<file path="config.mk">
export PLATFORM = sky130hd
export DESIGN_NAME = rms_edf_task_selector_flat
export DESIGN_NICKNAME = d
export VERILOG_FILES = /design/src/hdl/rmsedf_pkg.sv /design/src/hdl/rmsedf_entry_if.sv /design/src/hdl/rmsedf_result_if.sv /design/src/hdl/rms_edf_task_selector.sv /design/src/flat_wrapper.sv
export SDC_FILE = /design/constraint.sdc
export NUM_CORES = 1
export LEC_CHECK = 0
export BUFFER_PORTS_ARGS = -buffer_cell sky130_fd_sc_hd__buf_2
export CORE_MARGIN = 2
export CORE_UTILIZATION = 51
export CTS_CLUSTER_DIAMETER = 50
export DETAILED_ROUTE_END_ITERATION = 10
export HOLD_SLACK_MARGIN = 0.05
export PLACE_DENSITY = 0.8
export SYNTH_ARGS = -nofsm -noshare
export SYNTH_HDL_FRONTEND = slang
export SYNTH_SLANG_ARGS = --single-unit
</file>
<file path="constraint.sdc">
create_clock -name clk -period 2.7 [get_ports clk]
set_input_delay 0 -clock clk [delete_from_list [all_inputs] [get_ports clk]]
set_output_delay 0 -clock clk [all_outputs]
set_load 0.03 [all_outputs]
</file>
<file path="src/hdl/rmsedf_pkg.sv">
// ----------------------------------------------------------------------------
// Task selector package
// Shared widths, constants and types for the rate-monotonic / earliest
// deadline first task selector and its channel interfaces.
// ----------------------------------------------------------------------------
package rmsedf_pkg;

	// Field widths of a table entry and of a result.
	localparam int unsigned FIELD_W = 16;
	localparam int unsigned KEY_W   = FIELD_W + 1;
	localparam int unsigned ID_W    = 7;

	// Entries beyond this count in one round are ignored.
	localparam int unsigned MAX_TASKS = 64;

	// Running key value that lies above any real key.
	localparam logic [KEY_W-1:0] KEY_NONE = '1;

	// Deadline value and work threshold of the schedulability check.
	localparam logic [FIELD_W-1:0] DEADLINE_TIGHT = FIELD_W'(1);
	localparam logic [FIELD_W-1:0] WORK_LIMIT     = FIELD_W'(1);

	// Selection policy held in the configuration register.
	typedef enum logic {
		POLICY_RMS = 1'b0,
		POLICY_EDF = 1'b1
	} policy_t;

	// One entry of the task table.
	typedef struct packed {
		logic [FIELD_W-1:0] task_period;
		logic [FIELD_W-1:0] deadline_timer;
		logic [FIELD_W-1:0] work_left;
		logic               done_req;
		logic               ready_req;
		logic               is_last;
	} entry_t;

endpackage

</file>
<file path="src/hdl/rmsedf_entry_if.sv">
// ----------------------------------------------------------------------------
// Task table entry channel
// Valid/ready channel that carries one task table entry per request.
// ----------------------------------------------------------------------------
interface rmsedf_entry_if;
	import rmsedf_pkg::*;

	logic               valid;
	logic               ready;
	logic [FIELD_W-1:0] task_period;
	logic [FIELD_W-1:0] deadline_timer;
	logic [FIELD_W-1:0] work_left;
	logic               done_req;
	logic               ready_req;
	logic               is_last;

	modport source (
		output valid, task_period, deadline_timer, work_left, done_req, ready_req, is_last,
		input  ready
	);

	modport sink (
		input  valid, task_period, deadline_timer, work_left, done_req, ready_req, is_last,
		output ready
	);

endinterface

</file>
<file path="src/hdl/rmsedf_result_if.sv">
// ----------------------------------------------------------------------------
// Selection result channel
// Valid/ready channel that carries the chosen task id and the error id.
// ----------------------------------------------------------------------------
interface rmsedf_result_if;
	import rmsedf_pkg::*;

	logic            valid;
	logic            ready;
	logic [ID_W-1:0] selected_id;
	logic [ID_W-1:0] error_id;

	modport source (
		output valid, selected_id, error_id,
		input  ready
	);

	modport sink (
		input  valid, selected_id, error_id,
		output ready
	);

endinterface

</file>
<file path="src/hdl/rms_edf_task_selector.sv">
// ----------------------------------------------------------------------------
// Rate-monotonic / earliest deadline first task selector
// Scans one task table per round and reports the task to run and the
// sticky id of the first task that cannot meet its deadline.
// ----------------------------------------------------------------------------
//
//  Channel    Direction  Handshake          Contents
//  entry      in         valid/ready        one task table entry
//  result     out        valid/ready        selected_id, error_id
//  cfg        in         cfg_we, no ready   policy (0 = RMS, 1 = EDF)
//
// An entry is taken into an input register and folded into the running
// minimum in the next cycle, one entry per cycle, unless the fold stage
// stalls; the entry marked last loads the result register from the fold stage.
// The result register is one deep: while a result waits, entries keep
// flowing until the next last-marked entry reaches the fold stage.
// Reset clears the policy, the round state and the sticky error id.
// ----------------------------------------------------------------------------
module rms_edf_task_selector #(
	parameter int unsigned MAX_TASKS = rmsedf_pkg::MAX_TASKS
) (
	input  logic                     clk,
	input  logic                     arst_n,
	input  logic                     cfg_we,
	input  logic                     cfg_wdata,
	rmsedf_entry_if.sink             entry,
	rmsedf_result_if.source          result
);
	import rmsedf_pkg::*;

	// Configuration and pipeline state.
	policy_t         policy_q;
	entry_t          entry_s1;
	policy_t         policy_s1;
	logic            valid_s1;

	// Round state.
	logic [ID_W-1:0]  slot_count_q;
	logic [KEY_W-1:0] best_key_q;
	logic [ID_W-1:0]  best_slot_q;
	logic [ID_W-1:0]  error_slot_q;
	logic             error_seen_q;

	// Result register.
	logic            res_valid_q;
	logic [ID_W-1:0] selected_id_q;
	logic [ID_W-1:0] error_id_q;

	// Next-state values of the fold stage.
	logic             fold_go;
	logic             in_range;
	logic [ID_W-1:0]  slot_id;
	logic             err_hit;
	logic [KEY_W-1:0] cand_key;
	logic             take;
	logic [KEY_W-1:0] best_key_d;
	logic [ID_W-1:0]  best_slot_d;
	logic [ID_W-1:0]  error_slot_d;
	logic             error_seen_d;
	logic [ID_W-1:0]  slot_count_d;

	// The fold stage stalls only when it holds a last entry and the result
	// register is still occupied.
	assign fold_go     = valid_s1 && !(entry_s1.is_last && res_valid_q && !result.ready);
	assign entry.ready = !valid_s1 || fold_go;

	// Selection and schedulability check of the entry in the fold stage.
	always_comb begin
		in_range = slot_count_q < ID_W'(MAX_TASKS);
		slot_id  = slot_count_q + ID_W'(1);
		err_hit  = in_range && !entry_s1.done_req && !error_seen_q &&
			(entry_s1.deadline_timer == DEADLINE_TIGHT) &&
			(entry_s1.work_left > WORK_LIMIT);
		if (policy_s1 == POLICY_RMS) begin
			cand_key = {1'b0, entry_s1.task_period};
			take     = cand_key < best_key_q;
		end else begin
			cand_key = {1'b0, entry_s1.deadline_timer};
			take     = cand_key <= best_key_q;
		end
		take = take && in_range && !entry_s1.done_req && entry_s1.ready_req;

		best_key_d   = take ? cand_key : best_key_q;
		best_slot_d  = take ? slot_id : best_slot_q;
		error_slot_d = err_hit ? slot_id : error_slot_q;
		error_seen_d = error_seen_q || err_hit;
		slot_count_d = in_range ? slot_id : slot_count_q;
	end

	// Policy register, input register and round state.
	always_ff @(posedge clk or negedge arst_n) begin
		if (!arst_n) begin
			policy_q     <= POLICY_RMS;
			valid_s1     <= 1'b0;
			slot_count_q <= '0;
			best_key_q   <= KEY_NONE;
			best_slot_q  <= '0;
			error_slot_q <= '0;
			error_seen_q <= 1'b0;
			res_valid_q  <= 1'b0;
		end else begin
			if (cfg_we) begin
				policy_q <= policy_t'(cfg_wdata);
			end
			if (entry.ready) begin
				valid_s1 <= entry.valid;
			end
			if (fold_go) begin
				error_slot_q <= error_slot_d;
				if (entry_s1.is_last) begin
					slot_count_q <= '0;
					best_key_q   <= KEY_NONE;
					best_slot_q  <= '0;
					error_seen_q <= 1'b0;
				end else begin
					slot_count_q <= slot_count_d;
					best_key_q   <= best_key_d;
					best_slot_q  <= best_slot_d;
					error_seen_q <= error_seen_d;
				end
			end
			if (fold_go && entry_s1.is_last) begin
				res_valid_q <= 1'b1;
			end else if (result.ready) begin
				res_valid_q <= 1'b0;
			end
		end
	end

	// Payload registers of the input stage and the result.
	always_ff @(posedge clk) begin
		if (entry.ready && entry.valid) begin
			entry_s1.task_period    <= entry.task_period;
			entry_s1.deadline_timer <= entry.deadline_timer;
			entry_s1.work_left      <= entry.work_left;
			entry_s1.done_req       <= entry.done_req;
			entry_s1.ready_req      <= entry.ready_req;
			entry_s1.is_last        <= entry.is_last;
			policy_s1               <= policy_q;
		end
		if (fold_go && entry_s1.is_last) begin
			selected_id_q <= best_slot_d;
			error_id_q    <= error_slot_d;
		end
	end

	assign result.valid       = res_valid_q;
	assign result.selected_id = selected_id_q;
	assign result.error_id    = error_id_q;

endmodule
</file>
<file path="src/flat_wrapper.sv">
// flat-port wrapper written by rule: the top's interface ports become plain ports
module rms_edf_task_selector_flat import rmsedf_pkg::*;
#(
	parameter int unsigned MAX_TASKS = rmsedf_pkg::MAX_TASKS
)
  (clk, arst_n, cfg_we, cfg_wdata, entry_valid, entry_task_period, entry_deadline_timer, entry_work_left, entry_done_req, entry_ready_req, entry_is_last, entry_ready, result_valid, result_selected_id, result_error_id, result_ready);
  rmsedf_entry_if entry_i ();
  rmsedf_result_if result_i ();
  input  logic clk;
  input  logic arst_n;
  input  logic cfg_we;
  input  logic cfg_wdata;
  input wire logic [$bits(entry_i.valid)-1:0] entry_valid;
  input wire logic [$bits(entry_i.task_period)-1:0] entry_task_period;
  input wire logic [$bits(entry_i.deadline_timer)-1:0] entry_deadline_timer;
  input wire logic [$bits(entry_i.work_left)-1:0] entry_work_left;
  input wire logic [$bits(entry_i.done_req)-1:0] entry_done_req;
  input wire logic [$bits(entry_i.ready_req)-1:0] entry_ready_req;
  input wire logic [$bits(entry_i.is_last)-1:0] entry_is_last;
  output wire logic [$bits(entry_i.ready)-1:0] entry_ready;
  output wire logic [$bits(result_i.valid)-1:0] result_valid;
  output wire logic [$bits(result_i.selected_id)-1:0] result_selected_id;
  output wire logic [$bits(result_i.error_id)-1:0] result_error_id;
  input wire logic [$bits(result_i.ready)-1:0] result_ready;
  assign entry_i.valid = entry_valid;
  assign entry_i.task_period = entry_task_period;
  assign entry_i.deadline_timer = entry_deadline_timer;
  assign entry_i.work_left = entry_work_left;
  assign entry_i.done_req = entry_done_req;
  assign entry_i.ready_req = entry_ready_req;
  assign entry_i.is_last = entry_is_last;
  assign entry_ready = entry_i.ready;
  assign result_valid = result_i.valid;
  assign result_selected_id = result_i.selected_id;
  assign result_error_id = result_i.error_id;
  assign result_i.ready = result_ready;
  rms_edf_task_selector #(.MAX_TASKS(MAX_TASKS)) u_core (.clk(clk), .arst_n(arst_n), .cfg_we(cfg_we), .cfg_wdata(cfg_wdata), .entry(entry_i), .result(result_i));
endmodule
</file>
==> impl_results.md <==
* Status: complete, but fails checks
* Failing checks: setup timing
* Slew HR at about a quarter
* Max Clock Freq at around 350 MHz
* Post-synth EDFFs at between 60 and 70
* Total Power at around 3.4 mW
* Peak supply drop at around 0.00029 V
* CTS Buffer Depth at 2
* Routed Antenna Nets at 0
* Die area at roughly 10,000 µm²
* Final core utilization at between 60% and 70%
* Ys Warns at 0
* CP Class: reg -> reg
* Leakage dissipation at 2.808 nW
* Pin count of the biggest net entering global routing at 52
* HP Class: in -> async
* Congestion Overflow GR at 0
* Placed inst area at between 5000 and 6000 µm²
* Min Clock Period, post-route at between 2 and 3 ns
* # diodes at 0
* Post-Route WL at around 11,000 µm
* Final #Nets at a little under 600
* Worst Clk Skew at between 0.009 and 0.01 ns
* Final period utilization at 105.9%
* DR WL/cell at 17.10 µm
* Layout cells sized above 1 at 34.54%
* Core area at 9240 µm²
* Final setup viols at 31
* Mapped cell area at just under 5000 µm²
* Startpoint Class: register
* First-pass GRT wire length at around 17,000 µm
* Residual DRC count at 0
* # IOs at 73
* Worst-Skew Late Latency at between 0.3 and 0.4 ns
* Finished layout cell area at about 6400 µm²
* Post-synthesis register bit count at around 110
* Crit path DAT at ~3.2 ns
* Root buffer cell: clkbuf_8
* Max-Cap Viols at 0
* Row cnt at 35
* Dpl hpwl at 6854 µm
* Total number of vias at about 3,300
* Antenna violations before repair at 0
* Seq/Total Area, Yosys at 62.34%
* Power per Cell Area at 533.6 nW/µm²
* Die width at 101.5 µm
* Initial Utilization at between 50 and 60%
* Worst slew pin tran at between 1 and 1.5 ns
* Top FF cell, synth: edfxtp_1
* Layout area overhead at 32.55%
* Syn nets at 434
* Reg clk slew, reported paths at around 0.1 ns
* Mean post-synth cell area at between 10 and 15 µm²
* First-pass DRT Iterations at 6
* Place WS at -0.1028 ns
* GP Congestion at 0.8838
* Drt first-iter violations at between 200 and 300
* Die height at ~100 µm
* CP Data Required Time at roughly 3 ns
* TNS Setup at -3.314 ns
* CP endpoint kind: register
* Endpoints failing hold at 0
* Num CTS Buffers at 9
* Share of flip-flops with an asynchronous set or reset at between 30% and 40%
* RSZ-0062 raised after global routing: true
* Cell variety after synth at 47
* Slew Limit Fails at 0
* Clock sinks at ~110
* Overall Global Routing Usage at between 20% and 30%
* Most common cell after layout, fill and taps aside: buf_2
* Instance count of the mapped netlist at about 350
* Vias in the first global route at approximately 3,600
* TritonCTS clock tree: yes
* CTS H-tree depth at 3
* Worst setup margin at -0.1581 ns
* Most frequent cells in the layout: buf_2, edfxtp_1, dlygate4sd3_1
* CP max FO at 8
* Input/output buffers at 71
* Vias/cell at around 5.3
[cells by family (layout without fill, tap and decap cells)]
| group | count (synthesis) | after routing | synth area share [%] |
|---|---|---|---|
| compound gates | 64 | 64 | 10.27 |
| xor+xnor | 5 | 5 | 0.9027 |
| fa+ha+maj | 32 | 32 | 8.254 |
| buf+inv | 43 | 196 | 3.611 |
| flops | 107 | 107 | 62.34 |
| mux | 38 | 38 | 8.357 |
| simple gates | 56 | 56 | 6.268 |
[flip-flops by register name, summed over array words and instances (netlist names)]
register                   cells
u_core.policy_s1               1
u_core.best_key_q             17
u_core.best_slot_q             7
u_core.policy_q                1
u_core.error_slot_q            7
u_core.result.selected_id      7
u_core.result.error_id         7
u_core.entry_s1               50
u_core.slot_count_q            7
u_core.valid_s1                1
u_core.result.valid            1
u_core.error_seen_q            1
[layout make-up]
class | count | area [µm²]
Inverter | 34 | 127.6
Sequential cell | 107 | 3024
Fill cell | 609 | 2810
Clock inverter | 6 | 47.55
Timing Repair Buffer | 146 | 1091
Tap cell | 129 | 161.4
Multi-Input combinational cell | 195 | 1851
Clock buffer | 10 | 127.6
[timing repair]
item / in CTS / in global routing
setup buffers: 2 / 1
endpoints found under the setup margin: 30 / 31
pin swaps: 0 / 9
hold endpoints to repair: 78 / 0
hold buffers: 55 / 0
gates resized for setup: 1 / 24
[per-stage QoR]
stage,instances,hold WS [ns]
after detailed placement,553,0.1781
after floorplan,345,-0.2956
final,627,0.3007
after global placement,553,0.1760
after global routing,627,0.3145
after CTS,626,0.3113
[worst paths after layout]
kind,start,to,slack [ns],depth (start not counted)
max reg2reg,u_core.best_key_q[2]$_DFFE_PN1P_,u_core.best_key_q[10]$_DFFE_PN1P_,-0.16,11
max,u_core.best_key_q[2]$_DFFE_PN1P_,u_core.best_key_q[10]$_DFFE_PN1P_,-0.16,11
min reg2reg,u_core.policy_q$_DFFE_PN0P_,u_core.policy_s1$_DFFE_PP_,0.48,0
max in group asynchronous,arst_n,u_core.result.valid$_DFFE_PN0P_,1.80,2
min,arst_n,u_core.policy_q$_DFFE_PN0P_,0.30,2
min in group clk,entry_work_left[15],u_core.entry_s1[18]$_DFFE_PP_,0.34,2
[where the power goes]
part | switching (mW) | internal (mW)
registers | 0.0812 | 1.88
clock network | 0.543 | 0.348
logic | 0.291 | 0.293
[worst max-delay path, stage by stage, from the launching register on]
cell and delay (ns):
dfstp_2 0.55, inv_2 0.05, ha_4 0.21, a211oi_2 0.24, o221ai_2 0.12, a211o_1 0.26
a2111o_1 0.43, buf_6 0.16, a2111oi_4 0.36, buf_4 0.19, buf_8 0.13, a2bb2oi_2 0.06
[cell usage after synthesis, types with 3 or more instances]
| cell | number | area [µm²] |
|---|---|---|
| edfxtp_1 | 65 | 1952 |
| inv_1 | 34 | 127.6 |
| ha_1 | 32 | 400.4 |
| dfrtp_1 | 25 | 625.6 |
| mux2_2 | 20 | 225.2 |
| mux2i_1 | 18 | 180.2 |
| dfstp_2 | 17 | 446.7 |
| a2bb2oi_1 | 16 | 140.1 |
| a21oi_1 | 12 | 60.06 |
| nor2_1 | 10 | 37.54 |
| o21ai_0 | 9 | 45.04 |
| nor4_1 | 8 | 50.05 |
| nand2_1 | 7 | 26.28 |
| nand4_1 | 7 | 43.79 |
| o2bb2ai_1 | 7 | 61.31 |
| nand3_1 | 6 | 30.03 |
| clkbuf_1 | 5 | 18.77 |
| a22o_1 | 4 | 35.03 |
| nor3_1 | 4 | 20.02 |
| xnor2_1 | 4 | 35.03 |
| and2_1 | 3 | 18.77 |
| and3_1 | 3 | 18.77 |
[layer usage]
metal	track usage, %	wire length, µm	vias to the layer above
met4	8.524	208	0
met3	5.935	497	17
met2	36.34	5453	107
met1	26.05	4563	1624
met5	0	0	-
li1	-	-	1595
No activity file was read; power rests on OpenSTA's default activity.
